$ cat src/design/i2p_pkg.sv
`timescale 1ns / 1ps
// Package for the infix to postfix converter core.
// Holds stack sizing, character codes, operator classification and cell control type.
// No dependencies.

package i2p_pkg;

    localparam int unsigned STACK_DEPTH = 32;
    localparam int unsigned CNT_W = $clog2(STACK_DEPTH + 1);

    localparam logic [7:0] CH_ASSIGN = 8'h3D;
    localparam logic [7:0] CH_PLUS   = 8'h2B;
    localparam logic [7:0] CH_MINUS  = 8'h2D;
    localparam logic [7:0] CH_MUL    = 8'h2A;
    localparam logic [7:0] CH_DIV    = 8'h2F;
    localparam logic [7:0] CH_LPAREN = 8'h28;
    localparam logic [7:0] CH_RPAREN = 8'h29;
    localparam logic [7:0] CH_DIG_LO = 8'h30;
    localparam logic [7:0] CH_DIG_HI = 8'h39;
    localparam logic [7:0] CH_UC_LO  = 8'h41;
    localparam logic [7:0] CH_UC_HI  = 8'h5A;
    localparam logic [7:0] CH_LC_LO  = 8'h61;
    localparam logic [7:0] CH_LC_HI  = 8'h7A;

    typedef struct packed {
        logic push;
        logic pop;
    } stack_ctrl_t;

    function automatic logic [1:0] prec_of(input logic [7:0] ch);
        logic [1:0] p;
        p = 2'd0;
        case (ch)
            CH_ASSIGN:        p = 2'd1;
            CH_PLUS, CH_MINUS: p = 2'd2;
            CH_MUL, CH_DIV:    p = 2'd3;
            default:          p = 2'd0;
        endcase
        return p;
    endfunction

    function automatic logic is_op(input logic [7:0] ch);
        return (ch == CH_PLUS) || (ch == CH_MINUS) || (ch == CH_MUL) ||
               (ch == CH_DIV) || (ch == CH_ASSIGN);
    endfunction

    function automatic logic is_operand(input logic [7:0] ch);
        return (ch >= CH_DIG_LO && ch <= CH_DIG_HI) ||
               (ch >= CH_UC_LO && ch <= CH_UC_HI) ||
               (ch >= CH_LC_LO && ch <= CH_LC_HI);
    endfunction

endpackage

$ cat src/design/infix_to_postfix_converter_core.sv
`timescale 1ns / 1ps
// Shunting-yard infix to postfix converter: control sequencer plus a chain of stack cells.
// Depends on i2p_pkg and i2p_stack_cell.
//
//  channel | signals                                              | dir
//  in      | in_valid, in_stall, in_char, end_of_expr              | into core
//  out     | out_valid, out_stall, out_char, char_valid, last,     | out of core
//          | expr_done, overflow                                  |
//
// One transaction at a time: accept, classify, pop operators one by one, then close.
// Each pop and push shifts the whole cell chain by one place at once.
// Results pass through a one-deep pending stage so the last flag is known when sent.
// rst_n clears control state and the stack count; stack cells hold no reset value.
// out_stall holds results in place and pauses popping; in_stall is high while busy.

module infix_to_postfix_converter_core (
    input  logic       clk,
    input  logic       rst_n,
    input  logic       in_valid,
    output logic       in_stall,
    input  logic [7:0] in_char,
    input  logic       end_of_expr,
    output logic       out_valid,
    input  logic       out_stall,
    output logic [7:0] out_char,
    output logic       char_valid,
    output logic       last,
    output logic       expr_done,
    output logic       overflow
);

    localparam logic [2:0] ST_IDLE   = 3'd0;
    localparam logic [2:0] ST_EXEC   = 3'd1;
    localparam logic [2:0] ST_POP_RP = 3'd2;
    localparam logic [2:0] ST_POP_OP = 3'd3;
    localparam logic [2:0] ST_FLUSH  = 3'd4;
    localparam logic [2:0] ST_FINISH = 3'd5;

    logic [2:0]                 state_reg, state_next;
    logic [7:0]                 ch_reg;
    logic                       end_reg;
    logic [i2p_pkg::CNT_W-1:0]  count_reg, count_next;
    logic                       ovf_reg, ovf_next;

    logic                       pend_valid_reg, pend_valid_next;
    logic [7:0]                 pend_char_reg;
    logic                       pend_cv_reg;
    logic                       pend_ovf_reg;

    logic                       out_valid_reg, out_valid_next;
    logic [7:0]                 out_char_reg;
    logic                       out_cv_reg;
    logic                       out_last_reg;
    logic                       out_done_reg;
    logic                       out_ovf_reg;

    i2p_pkg::stack_ctrl_t       ctrl;
    logic [7:0]                 cell_q [i2p_pkg::STACK_DEPTH];
    logic [7:0]                 top_char;
    logic                       stack_nonempty;
    logic                       stack_full;
    logic                       out_free;
    logic                       pend_free;
    logic                       emit;
    logic [7:0]                 emit_char;
    logic                       ovf_set;
    logic                       fin_load;
    logic                       pend_to_out;
    logic [2:0]                 done_st;

    genvar gi;
    generate
        for (gi = 0; gi < i2p_pkg::STACK_DEPTH; gi++)
        begin : g_cell
            logic [7:0] above;
            logic [7:0] below;
            if (gi == 0)
            begin : g_top
                assign above = ch_reg;
            end
            else
            begin : g_mid
                assign above = cell_q[gi-1];
            end
            if (gi == i2p_pkg::STACK_DEPTH - 1)
            begin : g_bot
                assign below = cell_q[gi];
            end
            else
            begin : g_nbot
                assign below = cell_q[gi+1];
            end
            i2p_stack_cell u_cell (
                .clk        (clk),
                .ctrl       (ctrl),
                .from_above (above),
                .from_below (below),
                .entry      (cell_q[gi])
            );
        end
    endgenerate

    assign top_char       = cell_q[0];
    assign stack_nonempty = (count_reg != '0);
    assign stack_full     = (count_reg == i2p_pkg::CNT_W'(i2p_pkg::STACK_DEPTH));
    assign out_free       = !out_valid_reg || !out_stall;
    assign pend_free      = !pend_valid_reg || out_free;
    assign done_st        = end_reg ? ST_FLUSH : ST_FINISH;
    // pending result moves on when a newer one replaces it; fin_load drains it otherwise
    assign pend_to_out    = pend_valid_reg && emit;

    always_comb
    begin
        state_next = state_reg;
        ctrl       = '0;
        emit       = 1'b0;
        emit_char  = top_char;
        ovf_set    = 1'b0;
        fin_load   = 1'b0;
        unique case (state_reg)
            ST_IDLE:
            begin
                if (in_valid)
                begin
                    state_next = ST_EXEC;
                end
            end
            ST_EXEC:
            begin
                if (i2p_pkg::is_operand(ch_reg))
                begin
                    if (pend_free)
                    begin
                        emit       = 1'b1;
                        emit_char  = ch_reg;
                        state_next = done_st;
                    end
                end
                else if (ch_reg == i2p_pkg::CH_LPAREN)
                begin
                    if (stack_full)
                    begin
                        ovf_set = 1'b1;
                    end
                    else
                    begin
                        ctrl.push = 1'b1;
                    end
                    state_next = done_st;
                end
                else if (ch_reg == i2p_pkg::CH_RPAREN)
                begin
                    state_next = ST_POP_RP;
                end
                else if (i2p_pkg::is_op(ch_reg))
                begin
                    state_next = ST_POP_OP;
                end
                else
                begin
                    state_next = done_st;
                end
            end
            ST_POP_RP:
            begin
                if (stack_nonempty && (top_char != i2p_pkg::CH_LPAREN))
                begin
                    if (pend_free)
                    begin
                        emit     = 1'b1;
                        ctrl.pop = 1'b1;
                    end
                end
                else
                begin
                    ctrl.pop   = stack_nonempty;
                    state_next = done_st;
                end
            end
            ST_POP_OP:
            begin
                if (stack_nonempty &&
                    (i2p_pkg::prec_of(top_char) >= i2p_pkg::prec_of(ch_reg)))
                begin
                    if (pend_free)
                    begin
                        emit     = 1'b1;
                        ctrl.pop = 1'b1;
                    end
                end
                else
                begin
                    if (stack_full)
                    begin
                        ovf_set = 1'b1;
                    end
                    else
                    begin
                        ctrl.push = 1'b1;
                    end
                    state_next = done_st;
                end
            end
            ST_FLUSH:
            begin
                if (stack_nonempty)
                begin
                    if (pend_free)
                    begin
                        emit     = 1'b1;
                        ctrl.pop = 1'b1;
                    end
                end
                else
                begin
                    state_next = ST_FINISH;
                end
            end
            ST_FINISH:
            begin
                if (pend_valid_reg || end_reg)
                begin
                    if (out_free)
                    begin
                        fin_load   = 1'b1;
                        state_next = ST_IDLE;
                    end
                end
                else
                begin
                    state_next = ST_IDLE;
                end
            end
            default:
            begin
                state_next = ST_IDLE;
            end
        endcase
    end

    always_comb
    begin
        count_next = count_reg;
        if (ctrl.push)
        begin
            count_next = count_reg + i2p_pkg::CNT_W'(1);
        end
        else if (ctrl.pop)
        begin
            count_next = count_reg - i2p_pkg::CNT_W'(1);
        end

        ovf_next = ovf_reg;
        if (fin_load && end_reg)
        begin
            ovf_next = 1'b0;
        end
        else if (ovf_set)
        begin
            ovf_next = 1'b1;
        end

        pend_valid_next = pend_valid_reg;
        if (emit)
        begin
            pend_valid_next = 1'b1;
        end
        else if (pend_to_out || fin_load)
        begin
            pend_valid_next = 1'b0;
        end

        out_valid_next = out_valid_reg && out_stall;
        if (pend_to_out || fin_load)
        begin
            out_valid_next = 1'b1;
        end
    end

    always_ff @(posedge clk or negedge rst_n)
    begin
        if (!rst_n)
        begin
            state_reg      <= ST_IDLE;
            count_reg      <= '0;
            ovf_reg        <= 1'b0;
            pend_valid_reg <= 1'b0;
            out_valid_reg  <= 1'b0;
        end
        else
        begin
            state_reg      <= state_next;
            count_reg      <= count_next;
            ovf_reg        <= ovf_next;
            pend_valid_reg <= pend_valid_next;
            out_valid_reg  <= out_valid_next;
        end
    end

    always_ff @(posedge clk)
    begin
        if ((state_reg == ST_IDLE) && in_valid)
        begin
            ch_reg  <= in_char;
            end_reg <= end_of_expr;
        end
        if (emit)
        begin
            pend_char_reg <= emit_char;
            pend_cv_reg   <= 1'b1;
            pend_ovf_reg  <= ovf_reg;
        end
        if (pend_to_out)
        begin
            out_char_reg <= pend_char_reg;
            out_cv_reg   <= pend_cv_reg;
            out_ovf_reg  <= pend_ovf_reg;
            out_last_reg <= 1'b0;
            out_done_reg <= 1'b0;
        end
        else if (fin_load)
        begin
            out_last_reg <= 1'b1;
            if (pend_valid_reg)
            begin
                out_char_reg <= pend_char_reg;
                out_cv_reg   <= pend_cv_reg;
                out_ovf_reg  <= pend_ovf_reg;
                out_done_reg <= end_reg;
            end
            else
            begin
                // empty end marker
                out_char_reg <= 8'h00;
                out_cv_reg   <= 1'b0;
                out_ovf_reg  <= ovf_reg;
                out_done_reg <= 1'b1;
            end
        end
    end

    assign in_stall   = (state_reg != ST_IDLE);
    assign out_valid  = out_valid_reg;
    assign out_char   = out_char_reg;
    assign char_valid = out_cv_reg;
    assign last       = out_last_reg;
    assign expr_done  = out_done_reg;
    assign overflow   = out_ovf_reg;

`ifndef SYNTHESIS
    a_count_bound: assert property (@(posedge clk) disable iff (!rst_n)
        count_reg <= i2p_pkg::CNT_W'(i2p_pkg::STACK_DEPTH))
        else $error("stack count beyond depth");

    a_idle_no_pend: assert property (@(posedge clk) disable iff (!rst_n)
        state_reg == ST_IDLE |-> !pend_valid_reg)
        else $error("pending result left behind at end of transaction");

    a_done_is_last: assert property (@(posedge clk) disable iff (!rst_n)
        out_valid_reg && out_done_reg |-> out_last_reg)
        else $error("expression end result not marked last");

    a_ovf_cleared: assert property (@(posedge clk) disable iff (!rst_n)
        fin_load && end_reg |=> !ovf_reg)
        else $error("overflow flag not cleared after expression end");
`endif

endmodule

$ cat src/design/i2p_stack_cell.sv
`timescale 1ns / 1ps
// One entry of the shifting operator stack; top of stack is cell 0.
// Depends on i2p_pkg (stack_ctrl_t).

module i2p_stack_cell (
    input  logic                clk,
    input  i2p_pkg::stack_ctrl_t ctrl,
    input  logic [7:0]          from_above,
    input  logic [7:0]          from_below,
    output logic [7:0]          entry
);

    logic [7:0] entry_reg;
    logic [7:0] entry_next;

    always_comb
    begin
        entry_next = entry_reg;
        if (ctrl.push)
        begin
            entry_next = from_above;
        end
        else if (ctrl.pop)
        begin
            entry_next = from_below;
        end
    end

    always_ff @(posedge clk)
    begin
        entry_reg <= entry_next;
    end

    assign entry = entry_reg;

endmodule
$ cat config.mk
export PLATFORM = sky130hd
export DESIGN_NAME = infix_to_postfix_converter_core
export DESIGN_NICKNAME = d
export VERILOG_FILES = /design/src/design/i2p_pkg.sv /design/src/design/infix_to_postfix_converter_core.sv /design/src/design/i2p_stack_cell.sv
export SDC_FILE = /design/constraint.sdc
export NUM_CORES = 1
export LEC_CHECK = 0
export ABC_AREA = 1
export BUFFER_PORTS_ARGS = -buffer_cell sky130_fd_sc_hd__buf_4
export CAP_MARGIN = 20
export CORE_MARGIN = 4
export CORE_UTILIZATION = 35
export CTS_CLUSTER_SIZE = 40
export DETAILED_ROUTE_END_ITERATION = 10
export HOLD_SLACK_MARGIN = 0.08
export PLACE_DENSITY_LB_ADDON = 0.08
export RECOVER_POWER = 50
export SKIP_CTS_REPAIR_TIMING = 1
export SYNTH_ARGS = -nofsm -noshare
export SYNTH_HDL_FRONTEND = slang
export SYNTH_HIERARCHICAL = 1
export SYNTH_SLANG_ARGS = --single-unit
$ cat constraint.sdc
create_clock -name clk -period 4.08 [get_ports clk]
set_input_delay 0.816 -clock clk [delete_from_list [all_inputs] [get_ports clk]]
set_output_delay 0.816 -clock clk [all_outputs]
set_load 0.02 [all_outputs]
* Word-level counts from Yosys, hierarchy flattened
Index checks and enable logic that the tools add are counted.
Widths: inputs -> output; s select.
** Cells by class
- $add $sub $neg :: 2
- Magnitude comparators :: 7
- Equal/unequal tests :: 25
- Multiplexer cells :: 119
- Reduce and logical (&&, ||, !) cells :: 34
** Operator list (count)
- $mux 8 :: 68
- $eq 8x6->1 const B :: 12
- $mux 3 :: 11
- $mux 1 :: 29
- $pmux 3 s6 :: 1
- $ge 8x7->1 const B :: 2
- $le 8x7->1 const B :: 2
- $mux 6 :: 2
- $pmux 2 s3 :: 2
- $logic_or 1x1->1 :: 10
- $logic_and 1x1->1 :: 9
- $ge 8x6->1 const B :: 1
- $le 8x6->1 const B :: 1
- $ne 2x2->1 const B :: 4
- $ne 8x6->1 const B :: 1
- $reduce_bool 2->1 :: 4
- $reduce_or 2->1 :: 4
- $add 6x1->6 const B :: 1
- $eq 3x2->1 const B :: 2
- $eq 3x3->1 const B :: 2
- $eq 6x6->1 const B :: 1
- $ne 3x3->1 const B :: 2
- $reduce_and 6->1 :: 1
- $reduce_bool 6->1 :: 1
- 10 further kinds :: 14
** Storage, ports and cells
- Flip-flop bits (word level) :: 298
- Bits of input ports :: 13
- Word-level logic and storage cells :: 233

* Longest topological paths before layout
- Depth in word-level cells :: 12
- Gate-level depth with buffers :: 24

* Modules after synthesis
The synthesis kept the hierarchy.
** Modules (own cells, without submodules)
- i2p_stack_cell :: times used 32, cells each 35, area an instance 351.6 sq um
- infix_to_postfix_converter_core :: times used 1, cells each 286, area an instance 2352.3 sq um

* Worst setup path before layout
OpenSTA, ideal clock, no wires.
- Path kind :: reg2reg
- Start point :: reg ch_reg[7]
- End point :: reg count_reg[4] (netlist name)
- Arrival :: 3371 ps
- Slack :: 583 ps
- Cell stages (with the launch flop) :: 18
- Path buffers :: 0
- Cell sequence :: edfxtp_1 -> nor2_1 -> nand2_1 -> nor2_1 -> o21ai_0 -> ha_1 -> nand2_1 -> nand3_1 -> nand2_1 -> nand2_1 -> nand2_1 -> nand2_2 -> inv_1 -> fa_1 -> o21ai_0 -> xor2_1 -> nand2_1 -> o21ai_0
** RTL lines
- start: declaration :: RTL line infix_to_postfix_converter_core.sv:40 : logic [7:0] ch_reg;
- start signal: assignment :: RTL line infix_to_postfix_converter_core.sv:304 : ch_reg <= in_char;
- end signal: assignment :: RTL line infix_to_postfix_converter_core.sv:293 : count_reg <= count_next;
- end: declaration :: RTL line infix_to_postfix_converter_core.sv:42 : logic [i2p_pkg::CNT_W-1:0] count_reg, count_next;

* Worst setup path in the final report
- Start point :: reg ch_reg[2]
- End point :: reg out_char_reg[6], in the netlist out_char[6] (enable)
** On the way
- Cells in the longest elaborated chain, start to end :: 10
- Elaborated cells between the ends (all ways) :: 27
- Classes of those cells :: order compare: 7; eq/ne: 5; mux: 5; reduce/logical: 10
** RTL lines
- $eq 8x6->1 :: RTL line i2p_pkg.sv:33 : case (ch)
- $reduce_or 2->1 :: RTL line i2p_pkg.sv:33
- $pmux 2 s3 :: RTL line i2p_pkg.sv:33
- $mux 2 :: RTL line infix_to_postfix_converter_core.sv:120 : unique case (state_reg)
- $ge 2x2->1 :: RTL line infix_to_postfix_converter_core.sv:183 : (i2p_pkg::prec_of(top_char) >= i2p_pkg::prec_of(ch_reg)))
- $logic_and 1x1->1 :: RTL line infix_to_postfix_converter_core.sv:182 : if (stack_nonempty &&
- $mux 1 :: RTL line infix_to_postfix_converter_core.sv:182
- $pmux 1 s4 * :: RTL line infix_to_postfix_converter_core.sv:120
- named net emit :: RTL line infix_to_postfix_converter_core.sv:64 : logic emit;
- $logic_and 1x1->1 * :: RTL line infix_to_postfix_converter_core.sv:110 : assign pend_to_out = pend_valid_reg && emit;
- $reduce_bool 2->1 (no source line) *
- end signal: assignment :: RTL line infix_to_postfix_converter_core.sv:315 : out_char_reg <= pend_char_reg;
- end signal: assignment :: RTL line infix_to_postfix_converter_core.sv:326 : out_char_reg <= pend_char_reg;
- end: declaration :: RTL line infix_to_postfix_converter_core.sv:51 : logic [7:0] out_char_reg;
The timed path passes the listed nets; every way through them passes the cells marked *. The select of a mux whose other input is x is not followed.
A chain may end at the register's enable or synchronous reset.

==> flow_summary.ini <==
[status]
status = completed

[routing]
num_vias = 8975
vias_per_cell = 4.52
wl_um = 29100
drc = 0
wl_per_cell_um = 14.6
ant_nets = 0
drtIter0Drc = 471
dr.pass1.iters = 7

[yosys]
netlist_instances = 1406
syn_nets = 1426
synth_cell_types = 30
ys_seq_area_share_pct = 65.2
yosysTopAreaCell = edfxtp_1
synth.area.top_cells = edfxtp_1, nand2_1, buf_6
syn_area_sq_um = 13600
synth.ff_latch_count = 298
yosys_warnings = 6
syn_avg_cell_area_sq_um = 9.67
synth_top_area_share_pct = 62.7

[worst_setup_path]
cp-end-kind = flip-flop
crit_chain = nor2_1, nand2_1, nand2_1, o21ai_0, ha_1, nand2_1, nand3_1, nand3_1, nand2_2, nand2_1, nand2_1, nand2_1, nand2_1
worstPathMaxFanout = 12
slowest_delay_ps = 560
required_ps = 4250
startpoint = ch_reg[2]
critPathArrivalTime_ps = 3640
path_class = flip-flop to flip-flop
crit_top_cell = nand2_1
cp_slowest_cell = nand2_1
worst_r2r_startpoint = ch_reg[2]
startpoint_type = flip-flop

[power_and_ir_drop]
p_int_mw = 7.51
seqPwrFrac_pct = 53.5
p_comb_share_pct = 21.2
p_sw_share_pct = 32.8
p_per_area_nw_per_um2 = 738
clockPowerShare_pct = 25.3
switchingPower_mw = 3.66
vdd_drop_max_mv = 0.290
leakagePower_nw = 6.47
finalPower_mw = 11.2

[sta]
finClkSkew_ps = 10.5
setup_viol = 0
final.min_clock_period_ps = 3470
hold_violations = 0
drv_slew = 0
timing.final.crit_share_pct = 85.0
relSlewSlack_pct = 47.5
finalSetupTns_ps = 0
fmax_ghz = 0.288
rsz0062_at_grt = false
worst_pin_slew_ps = 785

[floorplan]
start_util_pct = 35.8
dieArea_sq_um = 42100
io_pins = 27
die_h_um = 205
die_w_um = 205
core_sq_um = 38000
row_count = 71

[finish]
mostFrequentLayoutCells = nand2_1, edfxtp_1, inv_1
diodes = 0
area_growth_pct = 11.3
design_area_sq_um = 15100
fin_nets = 1473
layout.cells.non_filler = 1986
layout_commonest_cell = nand2_1
utilization_pct = 39.8
largest_reg_flops = 256
final_layout_size_suffix_gt1_share_pct = 7.19

[cts]
clkTransAtPathRegs_ps = 60
clock-sinks = 298
cts-root-buf = clkbuf_16
numCtsBuffers = 35
worstSkewPairLatency_ps = 530
cts_max_level = 2
cts_tree = done
cts.path.max_buffers = 3

[placed_design]
placed_cell_area_sq_um = 14200
place_congestion = 0.779
io_buffer_count = 26
hpwl_um = 20800
place_inst = 1927

[global_route]
overflow = 0
grt_pass1_wl_um = 47800
track_usage_pct = 14.1
grt_pass1_vias = 9156
grt_max_degree = 79
antenna_found_initial = 0

[min_path]
hp-class = input port to async pin

[job]
maxCapViolCount = 0
worst paths after layout:
| path | slack, ps | depth (start not counted) | endpoint |
|---|---|---|---|
| min in group clk | 450 | 0 | pend_ovf_reg |
| min | 320 | 1 | state_reg[0] |
| max | 610 | 13 | out_char[6] |
| max reg2reg | 610 | 13 | out_char[6] |
| max in group asynchronous | 3290 | 1 | count_reg[1] |
| min reg2reg | 450 | 0 | pend_ovf_reg |
per-stage QoR:
stage | hold slack (ps) | setup WS (ps)
after global routing | 374 | 137
after floorplan | 425 | 583
after detailed placement | 431 | 669
final | 318 | 610
after global placement | 426 | 708
after CTS | 87.5 | 652
Yosys cell counts:
| master | instances |
|---|---|
| nand3_2 | 2 |
| dfxtp_1 | 2 |
| ha_1 | 6 |
| dfrtp_1 | 12 |
| nand2_4 | 1 |
| edfxtp_1 | 284 |
| a21o_1 | 1 |
| nand3_1 | 26 |
| nor2_1 | 28 |
| fa_1 | 1 |
| o21ai_0 | 15 |
| nor3_1 | 3 |
| and3_1 | 1 |
| a32oi_1 | 1 |
| a31oi_1 | 1 |
| a21oi_1 | 11 |
| clkbuf_1 | 2 |
| o211ai_1 | 2 |
| nor2_2 | 2 |
| inv_2 | 34 |
| nand2_2 | 4 |
| nor3_4 | 1 |
| xor2_1 | 1 |
| nand3_4 | 1 |
| nand4_1 | 5 |
| or2_1 | 32 |
| inv_1 | 47 |
| buf_6 | 33 |
| xnor2_1 | 2 |
| nand2_1 | 845 |
metal layers:
layer	part of all wire, %	GRT usage, %	vias up
li1	-	-	4624
met1	50	20.4	4174
met2	43	21.1	124
met3	4.0	2.69	53
met4	3.1	5.29	0
met5	0	0	-
cell type report:
type / count / area, sq um
Clock buffer: 41 / 920
Clock inverter: 18 / 96.3
Fill cell: 3964 / 22900
Inverter: 81 / 312
Multi-Input combinational cell: 992 / 4020
Sequential cell: 298 / 8870
Tap cell: 511 / 639
Timing Repair Buffer: 45 / 292
critical path, delay by kind of cell (launching register included):
kind | cells | cell delay [ps]
flip-flops | 1 | 500
AO/OA/AOI/OAI | 1 | 120
AND/OR/NAND/NOR | 11 | 2170
adder cells (fa/ha/maj) | 1 | 330
power groups by stage:
| stage | clock, mW | combinational, mW | sequential [mW] |
|---|---|---|---|
| global route | 3.06 | 2.79 | 6.12 |
| global placement | 0 | 2.47 | 6.06 |
| finish | 2.83 | 2.37 | 5.97 |
| CTS | 2.95 | 2.53 | 6.00 |
| floorplan | 0 | 1.74 | 5.76 |
| detailed placement | 0 | 2.52 | 6.04 |
logic make-up after synthesis:
| family | after synthesis | synth area share, % |
|---|---|---|
| AOI/OAI and AO/OA | 31 | 1.23 |
| buffers and inverters | 116 | 5.02 |
| and+or+nand+nor | 951 | 27.7 |
| xor gates and xnor gates | 3 | 0.193 |
| DFF | 298 | 65.2 |
| adders and majority gates | 7 | 0.699 |
Note: power is estimated with default switching activity, not from simulation.
